### config.mk
export PLATFORM = sky130hd
export DESIGN_NAME = ordered_process_table
export DESIGN_NICKNAME = d
export VERILOG_FILES = /design/src/rtl/opt_pkg.sv /design/src/rtl/opt_slot.sv /design/src/rtl/opt_chain.sv /design/src/rtl/ordered_process_table.sv
export SDC_FILE = /design/constraint.sdc
export NUM_CORES = 1
export LEC_CHECK = 0
export BUFFER_PORTS_ARGS = -buffer_cell sky130_fd_sc_hd__buf_2
export CORE_AREA = 2 2 219 221
export CTS_BUF_LIST = sky130_fd_sc_hd__clkbuf_8 sky130_fd_sc_hd__clkbuf_16
export DETAILED_ROUTE_END_ITERATION = 7
export DIE_AREA = 0 0 221 223
export PLACE_DENSITY = 0.76
export SLEW_MARGIN = 40
export SYNTH_ARGS = -nofsm -noshare
export SYNTH_HDL_FRONTEND = slang
export SYNTH_HIERARCHICAL = 1
export SYNTH_SLANG_ARGS = --single-unit
### constraint.sdc
create_clock -name clock -period 8.1 [get_ports clock]
set_input_delay 1.62 -clock clock [delete_from_list [all_inputs] [get_ports clock]]
set_output_delay 1.62 -clock clock [all_outputs]
set_load 0.1 [all_outputs]
### src/rtl/opt_pkg.sv
// ----------------------------------------------------------------------------
// opt_pkg: shared types and constants for the ordered process table
// Item layouts, operation codes and the links that pass along the slot row.
// ----------------------------------------------------------------------------
package opt_pkg;

   localparam int CAPACITY = 16;
   localparam int ID_W     = 22;

   localparam logic [1:0] KIND_INSERT = 2'd0;
   localparam logic [1:0] KIND_DELETE = 2'd1;
   localparam logic [1:0] KIND_SET    = 2'd2;
   localparam logic [1:0] KIND_QUERY  = 2'd3;

   typedef struct packed {
      logic [1:0]      kind;
      logic [ID_W-1:0] proc_id;
      logic            active_in;
   } req_type;

   typedef struct packed {
      logic            status;
      logic            found;
      logic            active_out;
      logic            head_valid;
      logic [ID_W-1:0] head_id;
   } rsp_type;

   // Broadcast to every slot
   typedef struct packed {
      logic            cmp_en;
      logic            apply_en;
      logic [1:0]      kind;
      logic [ID_W-1:0] proc_id;
      logic            active_in;
   } cmd_type;

   // Passed from older slot to younger slot
   typedef struct packed {
      logic hit_seen;
      logic vld;
   } fwd_link_type;

   // Contents of a slot, passed from younger slot to older slot
   typedef struct packed {
      logic            vld;
      logic [ID_W-1:0] id;
      logic            act;
   } back_link_type;

   typedef struct packed {
      logic            found;
      logic            full;
      logic            match_act;
      logic            head_vld;
      logic [ID_W-1:0] head_id;
   } chain_stat_type;

endpackage

### src/rtl/opt_slot.sv
// ----------------------------------------------------------------------------
// opt_slot: one entry of the process table
// Holds an id, a flag and a valid bit; compares, appends, shifts and updates.
// ----------------------------------------------------------------------------
module opt_slot (
   input  logic                  clock,
   input  logic                  reset,
   input  opt_pkg::cmd_type       cmd,
   input  opt_pkg::fwd_link_type  fwd_from_prev,
   input  opt_pkg::back_link_type back_from_next,
   output opt_pkg::fwd_link_type  fwd_to_next,
   output opt_pkg::back_link_type back_to_prev,
   output logic                  first_act
);
   import opt_pkg::*;

   logic            vld_ff, vld_in;
   logic [ID_W-1:0] id_ff, id_in;
   logic            act_ff, act_in;
   logic            hit_ff, hit_in;
   logic            first;

   // oldest match: hit here and none in an older slot
   assign first = hit_ff & ~fwd_from_prev.hit_seen;

   assign fwd_to_next.hit_seen = fwd_from_prev.hit_seen | hit_ff;
   assign fwd_to_next.vld      = vld_ff;
   assign back_to_prev.vld     = vld_ff;
   assign back_to_prev.id      = id_ff;
   assign back_to_prev.act     = act_ff;
   assign first_act            = first & act_ff;

   always_comb begin
      vld_in = vld_ff;
      id_in  = id_ff;
      act_in = act_ff;
      hit_in = hit_ff;
      if (cmd.cmp_en) begin
         hit_in = vld_ff && (id_ff == cmd.proc_id);
      end
      if (cmd.apply_en) begin
         case (cmd.kind)
            KIND_INSERT: begin
               // tail slot: empty with a filled older neighbour
               if (!vld_ff && fwd_from_prev.vld) begin
                  vld_in = 1'b1;
                  id_in  = cmd.proc_id;
                  act_in = cmd.active_in;
               end
            end
            KIND_DELETE: begin
               // close the gap: everything from the match onwards moves up
               if (fwd_to_next.hit_seen) begin
                  vld_in = back_from_next.vld;
                  id_in  = back_from_next.id;
                  act_in = back_from_next.act;
               end
            end
            KIND_SET: begin
               if (first) begin
                  act_in = cmd.active_in;
               end
            end
            default: begin
            end
         endcase
      end
   end

   always_ff @(posedge clock) begin
      if (reset) begin
         vld_ff <= 1'b0;
         hit_ff <= 1'b0;
      end else begin
         vld_ff <= vld_in;
         hit_ff <= hit_in;
      end
      id_ff  <= id_in;
      act_ff <= act_in;
   end

endmodule

### src/rtl/opt_chain.sv
// ----------------------------------------------------------------------------
// opt_chain: the row of table slots
// Oldest entry sits in slot 0; links run both ways between neighbours.
// ----------------------------------------------------------------------------
module opt_chain (
   input  logic                   clock,
   input  logic                   reset,
   input  opt_pkg::cmd_type        cmd,
   output opt_pkg::chain_stat_type stat
);
   import opt_pkg::*;

   fwd_link_type  fwd  [CAPACITY+1];
   back_link_type back [CAPACITY+1];
   logic [CAPACITY-1:0] first_act;

   assign fwd[0].hit_seen = 1'b0;
   assign fwd[0].vld      = 1'b1;
   assign back[CAPACITY]  = '0;

   for (genvar g = 0; g < CAPACITY; g++) begin : g_slot
      opt_slot u_slot (
         .clock          (clock),
         .reset          (reset),
         .cmd            (cmd),
         .fwd_from_prev  (fwd[g]),
         .back_from_next (back[g+1]),
         .fwd_to_next    (fwd[g+1]),
         .back_to_prev   (back[g]),
         .first_act      (first_act[g])
      );
   end

   assign stat.found     = fwd[CAPACITY].hit_seen;
   assign stat.full      = fwd[CAPACITY].vld;
   assign stat.match_act = |first_act;
   assign stat.head_vld  = back[0].vld;
   assign stat.head_id   = back[0].vld ? back[0].id : '0;

endmodule

### src/rtl/ordered_process_table.sv
// ----------------------------------------------------------------------------
// ordered_process_table: insertion-ordered table of process entries
// Insert, delete, set-state and query on up to CAPACITY entries.
// ----------------------------------------------------------------------------
// Each request passes through the accept edge, a compare state in which every
// slot compares its id with the request, and an apply state in which the oldest
// match is picked along the slot row and the table is updated (append at the
// tail, shift-up on delete, flag rewrite on set). Only one request is taken
// at a time; the result sits in an output register, so the next request is
// accepted while it waits, and the update of that next request holds until
// the register is free. The head fields of a result show the table as it
// stands after that request.
module ordered_process_table (
   input  logic             clock,
   input  logic             reset,
   input  logic             req_valid,
   output logic             req_ready,
   input  opt_pkg::req_type  req_data,
   output logic             rsp_valid,
   input  logic             rsp_ready,
   output opt_pkg::rsp_type  rsp_data
);
   import opt_pkg::*;

   localparam logic [1:0] ST_IDLE  = 2'd0;
   localparam logic [1:0] ST_CMP   = 2'd1;
   localparam logic [1:0] ST_APPLY = 2'd2;

   logic [1:0]     state_ff, state_in;
   req_type        req_ff, req_in;
   logic           rsp_valid_ff, rsp_valid_in;
   logic           status_ff, status_in;
   logic           found_ff, found_in;
   logic           act_ff, act_in;
   logic           go;
   cmd_type        cmd;
   chain_stat_type stat;

   assign req_ready = (state_ff == ST_IDLE);
   assign go        = (state_ff == ST_APPLY) && (!rsp_valid_ff || rsp_ready);

   assign cmd.cmp_en    = (state_ff == ST_CMP);
   assign cmd.apply_en  = go;
   assign cmd.kind      = req_ff.kind;
   assign cmd.proc_id   = req_ff.proc_id;
   assign cmd.active_in = req_ff.active_in;

   opt_chain u_chain (
      .clock (clock),
      .reset (reset),
      .cmd   (cmd),
      .stat  (stat)
   );

   always_comb begin
      state_in     = state_ff;
      req_in       = req_ff;
      rsp_valid_in = rsp_valid_ff;
      status_in    = status_ff;
      found_in     = found_ff;
      act_in       = act_ff;
      if (rsp_valid_ff && rsp_ready) begin
         rsp_valid_in = 1'b0;
      end
      case (state_ff)
         ST_IDLE: begin
            if (req_valid) begin
               req_in   = req_data;
               state_in = ST_CMP;
            end
         end
         ST_CMP: begin
            state_in = ST_APPLY;
         end
         ST_APPLY: begin
            if (go) begin
               rsp_valid_in = 1'b1;
               state_in     = ST_IDLE;
               if (req_ff.kind == KIND_INSERT) begin
                  status_in = stat.full;
                  found_in  = 1'b0;
                  act_in    = 1'b0;
               end else begin
                  status_in = ~stat.found;
                  found_in  = stat.found;
                  if (req_ff.kind == KIND_SET) begin
                     act_in = stat.found & req_ff.active_in;
                  end else begin
                     act_in = stat.match_act;
                  end
               end
            end
         end
         default: begin
            state_in = ST_IDLE;
         end
      endcase
   end

   always_ff @(posedge clock) begin
      if (reset) begin
         state_ff     <= ST_IDLE;
         rsp_valid_ff <= 1'b0;
      end else begin
         state_ff     <= state_in;
         rsp_valid_ff <= rsp_valid_in;
      end
      req_ff    <= req_in;
      status_ff <= status_in;
      found_ff  <= found_in;
      act_ff    <= act_in;
   end

   // head is taken live from slot 0: the table holds still until the next
   // update, which waits for this item to leave
   assign rsp_valid           = rsp_valid_ff;
   assign rsp_data.status     = status_ff;
   assign rsp_data.found      = found_ff;
   assign rsp_data.active_out = act_ff;
   assign rsp_data.head_valid = stat.head_vld;
   assign rsp_data.head_id    = stat.head_id;

   a_apply_gives_rsp: assert property (@(posedge clock) disable iff (reset)
      go |=> rsp_valid_ff)
      else $error("update done without a result");

   a_found_ok: assert property (@(posedge clock) disable iff (reset)
      rsp_valid_ff && found_ff |-> !status_ff)
      else $error("match reported with failure status");

   a_empty_not_full: assert property (@(posedge clock) disable iff (reset)
      !stat.head_vld |-> !stat.full)
      else $error("empty table reads as full");

   a_table_holds: assert property (@(posedge clock) disable iff (reset)
      rsp_valid_ff && $past(rsp_valid_ff) && !$past(rsp_ready)
      |-> $stable(stat.head_id))
      else $error("head changed under a waiting result");

endmodule

==> run summary, run 1 <==
Number of endpoints with negative hold slack in the final report: 0
Worst setup slack after placement: 2080 ps
Worst IR drop on VDD: 0.000166 V
Initial DRT Pass Iterations: 4
Unrepaired setup endpoints after global routing: false
Antenna-violating nets left: 0
DRC violation total after the first TritonRoute iteration: 900
Detailed placement HPWL: 30,500 um
Reg-to-Reg Start: u_chain/g_slot[0].u_slot/hit_ff
Library cell used as clock root buffer: sky130_fd_sc_hd__clkbuf_16
Antenna violations before repair: 1
Hold wc startpoint: u_chain/g_slot[13].u_slot/hit_ff
Number of setup buffers added after CTS: 0
Highest-count cells in the layout ignoring fill and taps: sky130_fd_sc_hd__edfxtp_1, sky130_fd_sc_hd__mux2_2, sky130_fd_sc_hd__xor2_1
Highest clock rate: 169 MHz
Cell depth of the worst hold path: 2
Type of the worst min-delay path: flip-flop to flip-flop
CTS tree: built
Critical path class: flip-flop to flip-flop
Layout Area Growth over Synthesis: 10.5%
Total wirelength of the detailed-routed design: 47,700 um
Critical-path cell list: or2_2 > or2_2 > or2_2 > or2_2 > or2_2 > or2_2 > or2_2 > or2_2 > or2_2 > or2_2 > or2_2 > or2_2 > or2_2 > or2_2 > or2_2 > o21ai_0 > a21oi_4 > a21o_2
CTS hold repair buffers: 0
Top Family by Delay on Critical Path: simple AND/OR/NAND/NOR gates
Total global routing track utilization: 19.3%
Most common library cell in the layout ignoring fill and taps: sky130_fd_sc_hd__edfxtp_1
Number of placement rows: 80
Register clock-pin slew on the reported worst setup and hold paths: 70 ps
Required time worst endpoint: 8450 ps
Count of cells along the worst register-to-register path: 18
Time the worst path needs with I/O delays and setup: 5910 ps
Lkg Pwr: 8.79 nW
Number of nets in the finished design: 1,771
Leftover overflow at the end of global routing: 0
Delay of the slowest critical-path stage: 330 ps
Crit path capture type: flip-flop
Maximum number of pins on one net before global-route repair: 85
Share of final-layout standard cells stronger than drive strength 1: 34.6%
Later-pin clock latency in the skew report: 580 ps
Number of levels in the clock H-tree: 2
Wire length of the first global-routing pass: 75,800 um
Count of input and output buffers: 56
Transition time at the pin with the least slew margin: 814 ps
DRC Markers: 0
Sinks on the clock net: 431
Post-synthesis cell area: 23,200 sq um
Vias in the first global route: 13,900
Setup tns final: 0 ps
Final slew viol count: 0
Worst EP arrival: 6250 ps
Maximum Capacitance Violations: 0
Routed wire length per instance: 19.9 um
Effective utilization at floorplan: 49.3%
Final worst setup slack: 2190 ps
Routability-driven placement congestion ratio: 0.780
Ports placed on the boundary: 57
Count of cell instances traversed by the critical path: 18
Power per cell area: 195 nW/um^2
Critical Path Fanout Max: 8
Average cell area after synthesis: 13.8 sq um
Die height: 223 um
Period utilisation layout: 72.9%
Count of vias placed by the detailed router: 13,300
Count of antenna diodes in the layout: 0
Setup-failing EPs final: 0
Yosys warns: 6
Cell occurring most often along the worst timing path: sky130_fd_sc_hd__or2_2
Critical path startpoint category: flip-flop
Worst setup startpoint: u_chain/g_slot[0].u_slot/hit_ff
Outcome: finished clean
Std-Cell Core Area: 47,100 sq um
Post-CTS resize count: 0
Detailed-route vias per instance: 5.54
Number of buffers created by CTS: 46
Die Area: 49,300 sq um
Slew Limit Headroom: 45.6%
Worst-path cell with the longest stage delay: sky130_fd_sc_hd__dfxtp_1
Buffers & Inverters on Critical Path: 0
Clock tree skew after final layout: 34.5 ps
Die outline width: 221 um
Cell count after synthesis: 1,680
Maximum root-to-sink buffer count: 3
per-stage QoR:
step | total power, mW | cell area (sq um) | hold WS (ps) | cells | util, %
final | 5.00 | 25700 | 513 | 2393 | 54.5
after global routing | 5.17 | 25700 | 543 | 2393 | 54.5
after CTS | 5.04 | 25600 | 511 | 2390 | 54.3
after detailed placement | 3.03 | 24200 | 499 | 2306 | 51.3
after global placement | 3.00 | 24000 | 487 | 2306 | 50.8
after floorplan | 2.91 | 23300 | 460 | 1707 | -
cell type report:
type	instances	area [sq um]
clock buffers	51	1230
clock inverters	33	219
fillers	3773	21500
inverters	16	60.1
multi-input cells	1160	10300
flip-flops and latches	431	12600
well taps	615	769
repair buffers	87	551
routing by layer:
layer	wire (um)	up-vias	track usage (%)
met5	0	-	0
met3	2020	97	3.65
li1	-	6312	-
met2	24600	235	34.7
met4	1070	0	5.67
met1	20000	6623	23.5
flip-flops by register name (all words and copies together), names as in the netlist, 2 cells and up:
name and count:
u_chain/g_slot.u_slot/id_ff 352, cmd 25, u_chain/g_slot.u_slot/act_ff 16, u_chain/g_slot.u_slot/hit_ff 16, u_chain/g_slot.u_slot/vld_ff 16, state_ff 2
worst paths after layout:
check | end | slack (ps)
setup / recovery | u_chain/g_slot[15].u_slot/act_ff | 2190
hold / removal | u_chain/g_slot[13].u_slot/hit_ff | 510
setup reg to reg | u_chain/g_slot[15].u_slot/act_ff | 2190
hold reg to reg | u_chain/g_slot[13].u_slot/hit_ff | 510
worst register-to-register path: stages, from the launching register on:
cell and delay, ps:
sky130_fd_sc_hd__dfxtp_1 330, sky130_fd_sc_hd__or2_2 330, sky130_fd_sc_hd__or2_2 310, sky130_fd_sc_hd__or2_2 320, sky130_fd_sc_hd__or2_2 310, sky130_fd_sc_hd__or2_2 310, sky130_fd_sc_hd__or2_2 310, sky130_fd_sc_hd__or2_2 310
sky130_fd_sc_hd__or2_2 310, sky130_fd_sc_hd__or2_2 310, sky130_fd_sc_hd__or2_2 310, sky130_fd_sc_hd__or2_2 310, sky130_fd_sc_hd__or2_2 310, sky130_fd_sc_hd__or2_2 310, sky130_fd_sc_hd__or2_2 310, sky130_fd_sc_hd__or2_2 310
sky130_fd_sc_hd__o21ai_0 290, sky130_fd_sc_hd__a21oi_4 170, sky130_fd_sc_hd__a21o_2 220
where the power goes:
| group | internal, mW | total, mW | switching (mW) | leakage, nW |
|---|---|---|---|---|
| Sequential | 2.47 | 2.48 | 0.0127 | 3.86 |
| Clock | 1.18 | 2.02 | 0.843 | 0.766 |
| Combinational | 0.224 | 0.504 | 0.280 | 4.16 |
| Total | 3.87 | 5.00 | 1.14 | 8.79 |
No activity file was read; power rests on OpenSTA's default activity.
==> run 2, diff against run 1 <==
==> constraint.sdc (replaced) <==
create_clock -name clock -period 5.5 [get_ports clock]
set_input_delay 1.1 -clock clock [delete_from_list [all_inputs] [get_ports clock]]
set_output_delay 1.1 -clock clock [all_outputs]
set_load 0.1 [all_outputs]
==> run summary, run 2 (same netlist as run 1, synthesis figures left out) <==
Outcome: finished clean (unchanged)
Slew Limit Headroom: 44.3% (was 45.6%)
Highest clock rate: 189 MHz (was 169 MHz)
Unrepaired setup endpoints after global routing: false (unchanged)
Antenna violations before repair: 1 (unchanged)
DRC Markers: 0 (unchanged)
Die height: 223 um (unchanged)
Total power after layout: 7.54 mW (was 5.00 mW)
Number of setup buffers added after CTS: 0 (unchanged)
Largest register FFs: 352 (unchanged)
Maximum number of pins on one net before global-route repair: 85 (unchanged)
Highest-count cells in the layout ignoring fill and taps: sky130_fd_sc_hd__edfxtp_1, sky130_fd_sc_hd__mux2_2, sky130_fd_sc_hd__xor2_1 (unchanged)
Count of antenna diodes in the layout: 0 (unchanged)
Critical path startpoint category: flip-flop (unchanged)
Vias in the first global route: 14,200 (was 13,900)
Detailed placement HPWL: 32,400 um (was 30,500 um)
Routed wire length per instance: 19.8 um (was 19.9 um)
Setup-failing EPs final: 0 (unchanged)
Later-pin clock latency in the skew report: 580 ps (about the same)
Initial DRT Pass Iterations: 5 (was 4)
Crit path capture type: flip-flop (unchanged)
Critical Path Fanout Max: 4 (was 8)
Number of endpoints with negative hold slack in the final report: 0 (unchanged)
Wire length of the first global-routing pass: 75,500 um (was 75,800 um)
Power per cell area: 292 nW/um^2 (was 195 nW/um^2)
Number of nets in the finished design: 1,780 (was 1,771)
Register clock-pin slew on the reported worst setup and hold paths: 60 ps (was 70 ps)
Time the worst path needs with I/O delays and setup: 5300 ps (was 5910 ps)
CTS hold repair buffers: 0 (unchanged)
Routability-driven placement congestion ratio: 0.794 (was 0.780)
Critical path class: flip-flop to flip-flop (unchanged)
Ports placed on the boundary: 57 (unchanged)
Std-Cell Core Area: 47,100 sq um (unchanged)
Library cell used as clock root buffer: sky130_fd_sc_hd__clkbuf_16 (unchanged)
Largest reg by FF count: u_chain/g_slot.u_slot/id_ff (unchanged)
Transition time at the pin with the least slew margin: 834 ps (was 814 ps)
Clock tree skew after final layout: 27.7 ps (was 34.5 ps)
Total global routing track utilization: 19.0% (was 19.3%)
Total wirelength of the detailed-routed design: 47,500 um (was 47,700 um)
Number of buffers created by CTS: 45 (was 46)
DRC violation total after the first TritonRoute iteration: 767 (was 900)
Detailed-route vias per instance: 5.53 (was 5.54)
Number of levels in the clock H-tree: 2 (unchanged)
Die outline width: 221 um (unchanged)
Worst IR drop on VDD: 0.000276 V (was 0.000166 V)
Count of input and output buffers: 56 (unchanged)
Maximum root-to-sink buffer count: 3 (unchanged)
CTS tree: built (unchanged)
Die Area: 49,300 sq um (unchanged)
Leftover overflow at the end of global routing: 0 (unchanged)
Count of vias placed by the detailed router: 13,300 (about the same)
Most common library cell in the layout ignoring fill and taps: sky130_fd_sc_hd__edfxtp_1 (unchanged)
Final slew viol count: 0 (unchanged)
Maximum Capacitance Violations: 0 (unchanged)
Period utilisation layout: 96.3% (was 72.9%)
Post-layout util: 54.8% (was 54.5%)
Share of final-layout standard cells stronger than drive strength 1: 35.6% (was 34.6%)
Type of the worst min-delay path: flip-flop to flip-flop (unchanged)
Antenna-violating nets left: 0 (unchanged)
Required time worst endpoint: 5810 ps (was 8450 ps)
Sinks on the clock net: 431 (unchanged)
Lkg Pwr: 8.88 nW (was 8.79 nW)
Effective utilization at floorplan: 49.3% (unchanged)
Layout Area Growth over Synthesis: 11.2% (was 10.5%)
Worst EP arrival: 5600 ps (was 6250 ps)
Number of placement rows: 80 (unchanged)
-- run 2: changes by cell type in the layout (fill, tap and decap cells not counted), sizes merged --
cell / before / now
clkinv: 14 / 15
inv: 31 / 27
bufinv: 3 / 7
clkbuf: 51 / 49
buf: 87 / 97
-- run 2: power breakdown --
group          internal, mW  leakage, nW  switching [mW]  total [mW]
Sequential             3.63         3.86          0.0262        3.66
Combinational         0.336         4.22           0.404       0.739
Clock                  1.89        0.802            1.25        3.14
-- run 2: repair_timing --
action,in CTS,in global routing
pin swaps,0,0
hold endpoints to repair,0,0
gates resized for setup,2,3
endpoints found under the setup margin,46,51
-- run 2: layout make-up --
class,count,area (sq um)
inverter,16,60.1
timing repair buffer,97,618
multi-input combinational,1160,10300
clock inverter,34,352
tap,615,769
fill,3764,21300
clock buffer,49,1190
sequential,431,12600
-- run 2: metal layers --
layer  global-route usage, %  routed length [um]  vias to the layer above
met5                       0                  13                        -
met2                    35.8               25400                      207
met4                    5.80                1170                        2
li1                        -                   -                     6329
met1                    22.2               19400                     6642
met3                    3.02                1570                       95
-- run 2: worst max-delay path: stages, from the launching register on --
cell	delay, ps
sky130_fd_sc_hd__dfxtp_1	310
sky130_fd_sc_hd__or2_2	300
sky130_fd_sc_hd__or2_2	310
sky130_fd_sc_hd__or2_4	250
sky130_fd_sc_hd__or2_2	300
sky130_fd_sc_hd__or2_2	310
sky130_fd_sc_hd__or2_2	310
sky130_fd_sc_hd__or2_2	310
sky130_fd_sc_hd__or2_2	300
sky130_fd_sc_hd__or2_2	300
sky130_fd_sc_hd__or2_4	250
sky130_fd_sc_hd__or2_2	300
sky130_fd_sc_hd__or2_4	250
sky130_fd_sc_hd__or2_2	280
sky130_fd_sc_hd__or2_2	290
sky130_fd_sc_hd__or2_4	250
sky130_fd_sc_hd__or2_2	290
sky130_fd_sc_hd__nand3_1	90
sky130_fd_sc_hd__o21ai_1	70
-- run 2: per-stage QoR --
step | hold WS [ps] | setup TNS (ps) | setup slack, ps | instances | instance area, sq um
5_1_grt | 536 | 0 | 53.5 | 2402 | 25800
2_1_floorplan | 460 | 0 | 4.14 | 1707 | 23400
6_report | 516 | 0 | 204 | 2402 | 25800
3_5_place_dp | 506 | -166 | -42.5 | 2319 | 24300
4_1_cts | 515 | 0 | 24.5 | 2402 | 25800
3_3_place_gp | 483 | 0 | 2.27 | 2315 | 24100
-- run 2: final timing paths --
check	end	slack [ps]	cells after the start	startpoint
worst max register to register	act_ff	200	18	u_chain/g_slot[0].u_slot/hit_ff
worst max-delay path	act_ff	200	18	u_chain/g_slot[0].u_slot/hit_ff
worst min register to register	u_chain/g_slot[11].u_slot/vld_ff	520	2	u_chain/g_slot[12].u_slot/vld_ff
worst min-delay path	u_chain/g_slot[11].u_slot/vld_ff	520	2	u_chain/g_slot[12].u_slot/vld_ff
